## src/rtl/mpmrq_pkg.sv

```systemverilog
// Shared constants and types for the multi-port message ring queue.
package mpmrq_pkg;

  localparam int NUM_PORTS_DEF    = 4;
  localparam int MAX_DEPTH_DEF    = 16;
  localparam int HANDLE_WIDTH_DEF = 16;

  localparam int PORT_IN_W   = 2;
  localparam int OCC_W       = 5;
  localparam int CFG_DEPTH_W = 5;
  localparam int CFG_COUNT   = 4;
  localparam int CFG_IDX_W   = 2;
  localparam int CFG_ADDR_W  = 4;
  localparam int CFG_DATA_W  = 32;

  typedef enum logic [0:0] {
    CMD_PUSH  = 1'b0,
    CMD_FETCH = 1'b1
  } cmd_t;

  typedef enum logic [1:0] {
    ST_OK    = 2'd0,
    ST_FULL  = 2'd1,
    ST_EMPTY = 2'd2
  } status_t;

endpackage

```

## src/rtl/mpmrq_ram.sv

```systemverilog
// Generic single-write, single-read RAM with registered read data.
module mpmrq_ram #(
  parameter int WIDTH  = 16,
  parameter int DEPTH  = 64,
  parameter int ADDR_W = (DEPTH > 1) ? $clog2(DEPTH) : 1
) (
  input  logic              clk,
  input  logic              we,
  input  logic [ADDR_W-1:0] waddr,
  input  logic [WIDTH-1:0]  wdata,
  input  logic [ADDR_W-1:0] raddr,
  output logic [WIDTH-1:0]  rdata
);

  logic [WIDTH-1:0] mem [DEPTH];
  logic [WIDTH-1:0] rdata_r;

  always_ff @(posedge clk) begin
    if (we) begin
      mem[waddr] <= wdata;
    end
    rdata_r <= mem[raddr];
  end

  assign rdata = rdata_r;

endmodule

```

## src/rtl/multi_port_message_ring_queue.sv

```systemverilog
// Top level of the multi-port message ring queue.
//
// Usage:
//   Input channel: drive in_command, in_port and in_message_handle with start
//   high; the word is taken at an edge where start is high and busy is low.
//   busy stays low, so a new command can be taken at every clock edge.
//   A push stores the handle at the tail of the addressed port's ring, a fetch
//   returns the oldest handle. A push to a full port reports full, a fetch
//   from an empty port reports empty; neither changes any state.
//   Result channel: exactly one result word per command, shown for one cycle
//   with out_valid high, in the cycle right after the command is taken
//   (throughput 1 command per cycle). The receiver cannot
//   stall; a result not captured in its cycle is gone.
//   The fetched handle comes from the registered read port of the handle store.
//   Configuration: APB registers at byte addresses 0, 4, 8, 12 set the ring
//   depth of ports 0..3 from pwdata[4:0] (0 reads back as 1, values above the maximum
//   saturate). A write empties that port. Write only while idle.
//   Reset (rst_n low, synchronous): all rings empty, all depths at maximum.
module multi_port_message_ring_queue #(
  parameter int NUM_PORTS    = mpmrq_pkg::NUM_PORTS_DEF,
  parameter int MAX_DEPTH    = mpmrq_pkg::MAX_DEPTH_DEF,
  parameter int HANDLE_WIDTH = mpmrq_pkg::HANDLE_WIDTH_DEF
) (
  input  logic                                clk,
  input  logic                                rst_n,
  input  logic                                start,
  output logic                                busy,
  input  logic                                in_command,
  input  logic [mpmrq_pkg::PORT_IN_W-1:0]     in_port,
  input  logic [HANDLE_WIDTH-1:0]             in_message_handle,
  output logic                                out_valid,
  output logic [1:0]                          out_status,
  output logic [HANDLE_WIDTH-1:0]             out_fetched_handle,
  output logic [mpmrq_pkg::OCC_W-1:0]         out_occupancy,
  input  logic                                psel,
  input  logic                                penable,
  input  logic                                pwrite,
  input  logic [mpmrq_pkg::CFG_ADDR_W-1:0]    paddr,
  input  logic [mpmrq_pkg::CFG_DATA_W-1:0]    pwdata,
  output logic [mpmrq_pkg::CFG_DATA_W-1:0]    prdata,
  output logic                                pready
);

  localparam int PORT_W = (NUM_PORTS > 1) ? $clog2(NUM_PORTS) : 1;
  localparam int IDX_W  = (MAX_DEPTH > 1) ? $clog2(MAX_DEPTH) : 1;
  localparam int CNT_W  = $clog2(MAX_DEPTH + 1);
  localparam int SAT_W  = (CNT_W > mpmrq_pkg::CFG_DEPTH_W) ? CNT_W : mpmrq_pkg::CFG_DEPTH_W;
  localparam int STORE_DEPTH = NUM_PORTS * MAX_DEPTH;
  localparam int ADDR_W = (STORE_DEPTH > 1) ? $clog2(STORE_DEPTH) : 1;

  logic [CNT_W-1:0] depth_r   [NUM_PORTS];
  logic [CNT_W-1:0] depth_nxt [NUM_PORTS];
  logic [IDX_W-1:0] head_r    [NUM_PORTS];
  logic [IDX_W-1:0] head_nxt  [NUM_PORTS];
  logic [IDX_W-1:0] tail_r    [NUM_PORTS];
  logic [IDX_W-1:0] tail_nxt  [NUM_PORTS];
  logic [CNT_W-1:0] count_r   [NUM_PORTS];
  logic [CNT_W-1:0] count_nxt [NUM_PORTS];

  logic                    out_valid_r;
  mpmrq_pkg::status_t      status_r, status_nxt;
  logic [CNT_W-1:0]        occ_r, occ_nxt;
  logic                    fetch_ok_r, fetch_ok_nxt;

  logic                    accept;
  logic                    cfg_wr;
  logic [3:0]              cfg_idx_ext;
  logic [SAT_W-1:0]        raw_ext;
  logic [CNT_W-1:0]        depth_wr;
  logic [3:0]              port_ext;
  logic [3:0]              port_red;
  logic [PORT_W-1:0]       p;
  logic [CNT_W-1:0]        sel_depth;
  logic [CNT_W-1:0]        sel_count;
  logic [IDX_W-1:0]        sel_head;
  logic [IDX_W-1:0]        sel_tail;
  logic [CNT_W-1:0]        head_inc;
  logic [CNT_W-1:0]        tail_inc;
  logic [IDX_W-1:0]        head_adv;
  logic [IDX_W-1:0]        tail_adv;
  logic                    is_push;
  logic                    push_ok;
  logic                    fetch_ok;
  logic [ADDR_W-1:0]       base_addr;
  logic [ADDR_W-1:0]       ram_waddr;
  logic [ADDR_W-1:0]       ram_raddr;
  logic [HANDLE_WIDTH-1:0] ram_rdata;

  assign busy   = 1'b0;
  assign pready = 1'b1;
  assign accept = start && !busy;
  assign cfg_wr = psel && penable && pwrite && pready;

  assign cfg_idx_ext = 4'(paddr[mpmrq_pkg::CFG_ADDR_W-1:2]);

  // Saturate the written depth into 1..MAX_DEPTH.
  assign raw_ext = SAT_W'(pwdata[mpmrq_pkg::CFG_DEPTH_W-1:0]);
  always_comb begin
    if (raw_ext == '0) begin
      depth_wr = CNT_W'(1);
    end else if (raw_ext > SAT_W'(MAX_DEPTH)) begin
      depth_wr = CNT_W'(MAX_DEPTH);
    end else begin
      depth_wr = CNT_W'(raw_ext);
    end
  end

  always_comb begin
    prdata = '0;
    for (int i = 0; i < NUM_PORTS; i++) begin
      if (i < mpmrq_pkg::CFG_COUNT && cfg_idx_ext == 4'(i)) begin
        prdata = mpmrq_pkg::CFG_DATA_W'(depth_r[i]);
      end
    end
  end

  // Fold the port number into range.
  assign port_ext = 4'(in_port);
  always_comb begin
    if (NUM_PORTS == 1) begin
      port_red = '0;
    end else if (port_ext >= 4'(NUM_PORTS)) begin
      port_red = port_ext - 4'(NUM_PORTS);
    end else begin
      port_red = port_ext;
    end
  end
  assign p = port_red[PORT_W-1:0];

  assign sel_depth = depth_r[p];
  assign sel_count = count_r[p];
  assign sel_head  = head_r[p];
  assign sel_tail  = tail_r[p];

  assign head_inc = CNT_W'(sel_head) + CNT_W'(1);
  assign tail_inc = CNT_W'(sel_tail) + CNT_W'(1);
  assign head_adv = (head_inc >= sel_depth) ? '0 : IDX_W'(head_inc);
  assign tail_adv = (tail_inc >= sel_depth) ? '0 : IDX_W'(tail_inc);

  assign is_push  = (mpmrq_pkg::cmd_t'(in_command) == mpmrq_pkg::CMD_PUSH);
  assign push_ok  = is_push && (sel_count < sel_depth);
  assign fetch_ok = !is_push && (sel_count != '0);

  assign base_addr = ADDR_W'(p) * ADDR_W'(MAX_DEPTH);
  assign ram_waddr = base_addr + ADDR_W'(sel_tail);
  assign ram_raddr = base_addr + ADDR_W'(sel_head);

  always_comb begin
    depth_nxt = depth_r;
    head_nxt  = head_r;
    tail_nxt  = tail_r;
    count_nxt = count_r;
    if (cfg_wr) begin
      for (int i = 0; i < NUM_PORTS; i++) begin
        if (i < mpmrq_pkg::CFG_COUNT && cfg_idx_ext == 4'(i)) begin
          depth_nxt[i] = depth_wr;
          head_nxt[i]  = '0;
          tail_nxt[i]  = '0;
          count_nxt[i] = '0;
        end
      end
    end else if (accept) begin
      if (push_ok) begin
        tail_nxt[p]  = tail_adv;
        count_nxt[p] = sel_count + CNT_W'(1);
      end else if (fetch_ok) begin
        head_nxt[p]  = head_adv;
        count_nxt[p] = sel_count - CNT_W'(1);
      end
    end
  end

  always_comb begin
    status_nxt   = mpmrq_pkg::ST_OK;
    occ_nxt      = sel_count;
    fetch_ok_nxt = fetch_ok;
    if (is_push) begin
      if (push_ok) begin
        occ_nxt = sel_count + CNT_W'(1);
      end else begin
        status_nxt = mpmrq_pkg::ST_FULL;
      end
    end else begin
      if (fetch_ok) begin
        occ_nxt = sel_count - CNT_W'(1);
      end else begin
        status_nxt = mpmrq_pkg::ST_EMPTY;
      end
    end
  end

  always_ff @(posedge clk) begin
    if (!rst_n) begin
      for (int i = 0; i < NUM_PORTS; i++) begin
        depth_r[i] <= CNT_W'(MAX_DEPTH);
        head_r[i]  <= '0;
        tail_r[i]  <= '0;
        count_r[i] <= '0;
      end
      out_valid_r <= 1'b0;
    end else begin
      depth_r     <= depth_nxt;
      head_r      <= head_nxt;
      tail_r      <= tail_nxt;
      count_r     <= count_nxt;
      out_valid_r <= accept;
    end
  end

  always_ff @(posedge clk) begin
    if (accept) begin
      status_r   <= status_nxt;
      occ_r      <= occ_nxt;
      fetch_ok_r <= fetch_ok_nxt;
    end
  end

  mpmrq_ram #(
    .WIDTH  (HANDLE_WIDTH),
    .DEPTH  (STORE_DEPTH),
    .ADDR_W (ADDR_W)
  ) u_store (
    .clk   (clk),
    .we    (accept && push_ok),
    .waddr (ram_waddr),
    .wdata (in_message_handle),
    .raddr (ram_raddr),
    .rdata (ram_rdata)
  );

  assign out_valid          = out_valid_r;
  assign out_status         = status_r;
  assign out_fetched_handle = fetch_ok_r ? ram_rdata : '0;
  assign out_occupancy      = mpmrq_pkg::OCC_W'(occ_r);

  a_one_result: assert property (@(posedge clk) disable iff (!rst_n)
    accept |=> out_valid_r)
    else $error("missing result word");

  a_no_spurious: assert property (@(posedge clk) disable iff (!rst_n)
    !accept |=> !out_valid_r)
    else $error("result word without command");

  a_empty_occ: assert property (@(posedge clk) disable iff (!rst_n)
    (out_valid_r && status_r == mpmrq_pkg::ST_EMPTY) |-> (occ_r == '0))
    else $error("empty status with nonzero occupancy");

  a_full_occ: assert property (@(posedge clk) disable iff (!rst_n)
    (out_valid_r && status_r == mpmrq_pkg::ST_FULL) |-> (occ_r != '0))
    else $error("full status with zero occupancy");

  for (genvar g = 0; g < NUM_PORTS; g++) begin : g_chk
    a_bounds: assert property (@(posedge clk) disable iff (!rst_n)
      (count_r[g] <= depth_r[g]) && (CNT_W'(head_r[g]) < depth_r[g])
        && (CNT_W'(tail_r[g]) < depth_r[g]))
      else $error("ring pointer or count beyond depth");
  end

endmodule
```

## config.mk

```make
export PLATFORM = sky130hd
export DESIGN_NAME = multi_port_message_ring_queue
export DESIGN_NICKNAME = d
export VERILOG_FILES = /design/src/rtl/mpmrq_pkg.sv /design/src/rtl/mpmrq_ram.sv /design/src/rtl/multi_port_message_ring_queue.sv
export SDC_FILE = /design/constraint.sdc
export NUM_CORES = 2
export LEC_CHECK = 0
export ABC_AREA = 1
export ABC_CLOCK_PERIOD_IN_PS = 3500
export BUFFER_PORTS_ARGS = -buffer_cell sky130_fd_sc_hd__buf_2
export CAP_MARGIN = 0
export CORE_MARGIN = 2
export CORE_UTILIZATION = 57
export DETAILED_ROUTE_END_ITERATION = 12
export MAX_ROUTING_LAYER = met4
export PLACE_DENSITY = 0.77
export SYNTH_ARGS = -nofsm -noshare
export SYNTH_HDL_FRONTEND = slang
export SYNTH_SLANG_ARGS = --single-unit
```

## constraint.sdc

```tcl
create_clock -name clk -period 3.5 [get_ports clk]
set_input_delay 0.175 -clock clk [delete_from_list [all_inputs] [get_ports clk]]
set_output_delay 0.175 -clock clk [all_outputs]
set_load 0.1 [all_outputs]
```

==> results.sh <==
export IMPL_crit_type="reg -> reg"
export IMPL_regArea_mm2=0.0328
export IMPL_finalWorstSetupSlack_ns=0.279
export IMPL_synth_cells=4790
export IMPL_drc=0
export IMPL_die_area_mm2=0.0898
export IMPL_cp_data_required_time_ns=4.02
export IMPL_pwr_share_comb_pct=3.6
export IMPL_synth_flop_cell="edfxtp_1"
export IMPL_grt_start_max_net_pins=169
export IMPL_cp_max_fo=14
export IMPL_vdd_ir_drop_worst_mv=0.429
export IMPL_p_switching_w=0.00581
export IMPL_worstMarginPinSlew_ns=1.20
export IMPL_worstSetupEndpoint="head_r[13]$_SDFFE_PN0P_"
export IMPL_routed_top_layer="met4"
export IMPL_coreArea_mm2=0.0868
export IMPL_die_h_um=300
export IMPL_ys_warn_count=0
export IMPL_start_kind="flip-flop"
export IMPL_p_leak_nw=21.7
export IMPL_netlist_area_mm2=0.0498
export IMPL_rsz0062_at_grt="false"
export IMPL_regToRegStartpoint="head_r[4]$_SDFFE_PN0P_"
export IMPL_end_kind="flip-flop"
export IMPL_grt_ovfl_total=0
export IMPL_cts_sinks=1121
export IMPL_gr_usage_all_layers_pct=30.1
export IMPL_reg2reg_to="head_r[13]$_SDFFE_PN0P_"
export IMPL_worstSetupStartpoint="head_r[4]$_SDFFE_PN0P_"
export IMPL_layout_commonest_cell="nand2_1"
export IMPL_fin_crit_sh_pct=92.0
export IMPL_synthArstFlopShare_pct=0
export IMPL_nets=4928
export IMPL_ys_types=43
export IMPL_p_clk_share_pct=42.3
export IMPL_area_growth_pct=12.4
export IMPL_status="finished clean"
export IMPL_firstDrtPassIters=8
export IMPL_cts_tree="done"
export IMPL_swShare_pct=21.4
export IMPL_dp_slack_ns=-0.00836
export IMPL_hold_viol=0
export IMPL_multiInputGateArea_mm2=0.0141
export IMPL_layout_drive_gt1_share_pct=9.21
export IMPL_slew_headroom_pct=19.9
export IMPL_first_iter_violations=5047
export IMPL_intPower_w=0.0214
export IMPL_rows=108
export IMPL_cts_root_buf="clkbuf_16"
export IMPL_hold_class="in -> reg"
export IMPL_postCtsSetupBuffers=0
export IMPL_first_global_vias=34300
export IMPL_cts_max_level=3
export IMPL_ys_ff_latch=1121
export IMPL_vias_per_cell=5.90
export IMPL_min_period_ns=3.22
export IMPL_power_frac_seq_pct=54.0
export IMPL_clkTransAtPathRegs_ns=0.06
export IMPL_yosysSeqAreaShare_pct=65.8
export IMPL_wl_met2_mm=60.4
export IMPL_clk_latency_ns=0.70
export IMPL_reg2regPathDepth=14
export IMPL_cts_buffers_inserted=111
export IMPL_gp_congestion=0.936
export IMPL_final_cell_mix="1279 x nand2_1, 1032 x edfxtp_1, 958 x nand3_1"
export IMPL_routedWlPerCell_um=21.6
export IMPL_vias=36000
export IMPL_drv_slew=0
export IMPL_met1_length_mm=51.7
export IMPL_fmax_mhz=310
export IMPL_finalWirelength_mm=132
export IMPL_met3_length_mm=15.5
export IMPL_die_width_um=300
export IMPL_initial_core_util_pct=57.4
export IMPL_grt_pass1_wl_mm=200
export IMPL_fin_skew_ns=0.0383
export IMPL_arrival_ns=3.74
export IMPL_cts_max_path_buffers=3
export IMPL_ios=119
export IMPL_drtAntennaViolNets=0
export IMPL_fillCellCount=6447
export IMPL_antenna_found_initial=2
export IMPL_ff2ff_setup_slack_ns=0.28
export IMPL_synth_edf_count=1032
export IMPL_maxCapViolCount=0
export IMPL_avgSynthCellArea_um2=10.4
export IMPL_place_detailed_hpwl_mm=74.6
export IMPL_setup_viol=0
export IMPL_whs_ns=0.0176
export IMPL_io_buffers=60
export IMPL_p_per_area_mw_per_mm2=485
==> layout make-up <==
type,count,share of cell area [%]
flip-flops and latches,1121,58.5
multi-input cells,2906,25.2
clock buffers,149,5.31
repair buffers,238,4.25
inverters,470,3.17
well taps,1155,2.58
clock inverters,56,0.905
diodes,1,0.00447
==> repair_timing <==
action                    4_1_cts  5_1_grt
hold buffers                   13        0
resized for setup               0        0
hold endpoints to repair       70        0
==> metal layers <==
layer	vias to the layer above	global-route usage (%)
li1	16400	-
met1	17200	41.4
met2	2107	44.9
met3	293	5.91
met4	0	10.5
met5	-	-
==> stage by stage <==
stage               cells  instance area, um^2   TNS, ns  total power (W)  utilization (%)
CTS                  6095                56000         0           0.0272             64.5
detailed placement   5877                52400  -0.00836           0.0159             60.4
global route         6096                56000         0           0.0278             64.5
global placement     5877                52400         0           0.0159             60.4
finish               6096                56000         0           0.0272             64.5
floorplan            4817                50200     -1.38           0.0155                -
==> Yosys cell counts (5+ instances only) <==
cell type	number	share of area (%)
nand2_1	1280	9.6
o21ai_0	25	0.25
clkbuf_1	135	1.0
nand2_2	8	0.10
nand3_1	958	9.6
buf_4	47	0.71
nand3b_1	321	4.8
nor2_2	8	0.10
ha_1	19	0.48
inv_2	9	0.068
edfxtp_1	1032	62
nor3_1	5	0.050
buf_1	23	0.17
inv_1	455	3.4
o211ai_1	6	0.090
a21oi_1	76	0.76
nand4_1	13	0.16
clkinv_1	6	0.045
nor2_1	123	0.93
dfxtp_1	89	3.6
buf_2	112	1.1
==> how the worst min path moves through the flow <==
| stage | start | endpoint | depth (start not counted) |
|---|---|---|---|
| 6_report | in_message_handle[5] | u_store.mem[44][5]$_DFFE_PP_ | 1 |
| 5_1_grt | in_message_handle[5] | u_store.mem[46][5]$_DFFE_PP_ | 1 |
| 4_1_cts | in_message_handle[5] | u_store.mem[47][5]$_DFFE_PP_ | 1 |
| 3_5_place_dp | pwdata[4] | depth_r[19]$_SDFFE_PN1P_ | 3 |
| 3_3_place_gp | pwdata[4] | depth_r[19]$_SDFFE_PN1P_ | 3 |
| 2_1_floorplan | start | out_valid$_SDFF_PN0_ | 2 |
==> worst max-delay path: stages, from the launching register on <==
cell	delay, ns
dfxtp_1	0.34
nand2_1	0.07
nand2_1	0.12
nand2_8	0.16
nand2_4	0.17
ha_1	0.27
or2_1	0.24
nand2_1	0.09
inv_1	0.05
ha_1	0.32
nand2_1	0.08
o311ai_0	0.68
nor2_1	0.26
nand3_1	0.16
a21oi_1	0.07
==> state kept, by name, summed over array words and instances, names as in the netlist <==
name and count:
out_status 2, out_valid 1, fetch_ok_r 1, depth_r 20, out_occupancy 5, head_r 16, u_store.mem 1024, count_r 20
tail_r 16, u_store.rdata 16
==> kinds of logic (layout without fill, tap and decap cells) <==
family | after synthesis | in the layout | synth area share, %
adders and majority gates | 19 | 19 | 0.477
xor gates and xnor gates | 3 | 3 | 0.0527
AOI/OAI and AO/OA | 127 | 127 | 1.41
DFF | 1121 | 1121 | 65.8
and+or+nand+nor | 2728 | 2728 | 25.7
other | 2 | 30 | 0.0151
buffers and inverters | 790 | 913 | 6.63
==> power groups by stage <==
| stage | Clock, W | Sequential [W] | Combinational, W |
|---|---|---|---|
| global route | 0.0121 | 0.0147 | 0.00104 |
| finish | 0.0115 | 0.0147 | 0.000985 |
| detailed placement | 0 | 0.0150 | 0.000953 |
| floorplan | 0 | 0.0150 | 0.000531 |
| global placement | 0 | 0.0150 | 0.000937 |
| CTS | 0.0116 | 0.0147 | 0.000968 |
(Power assumes the default switching activity.)
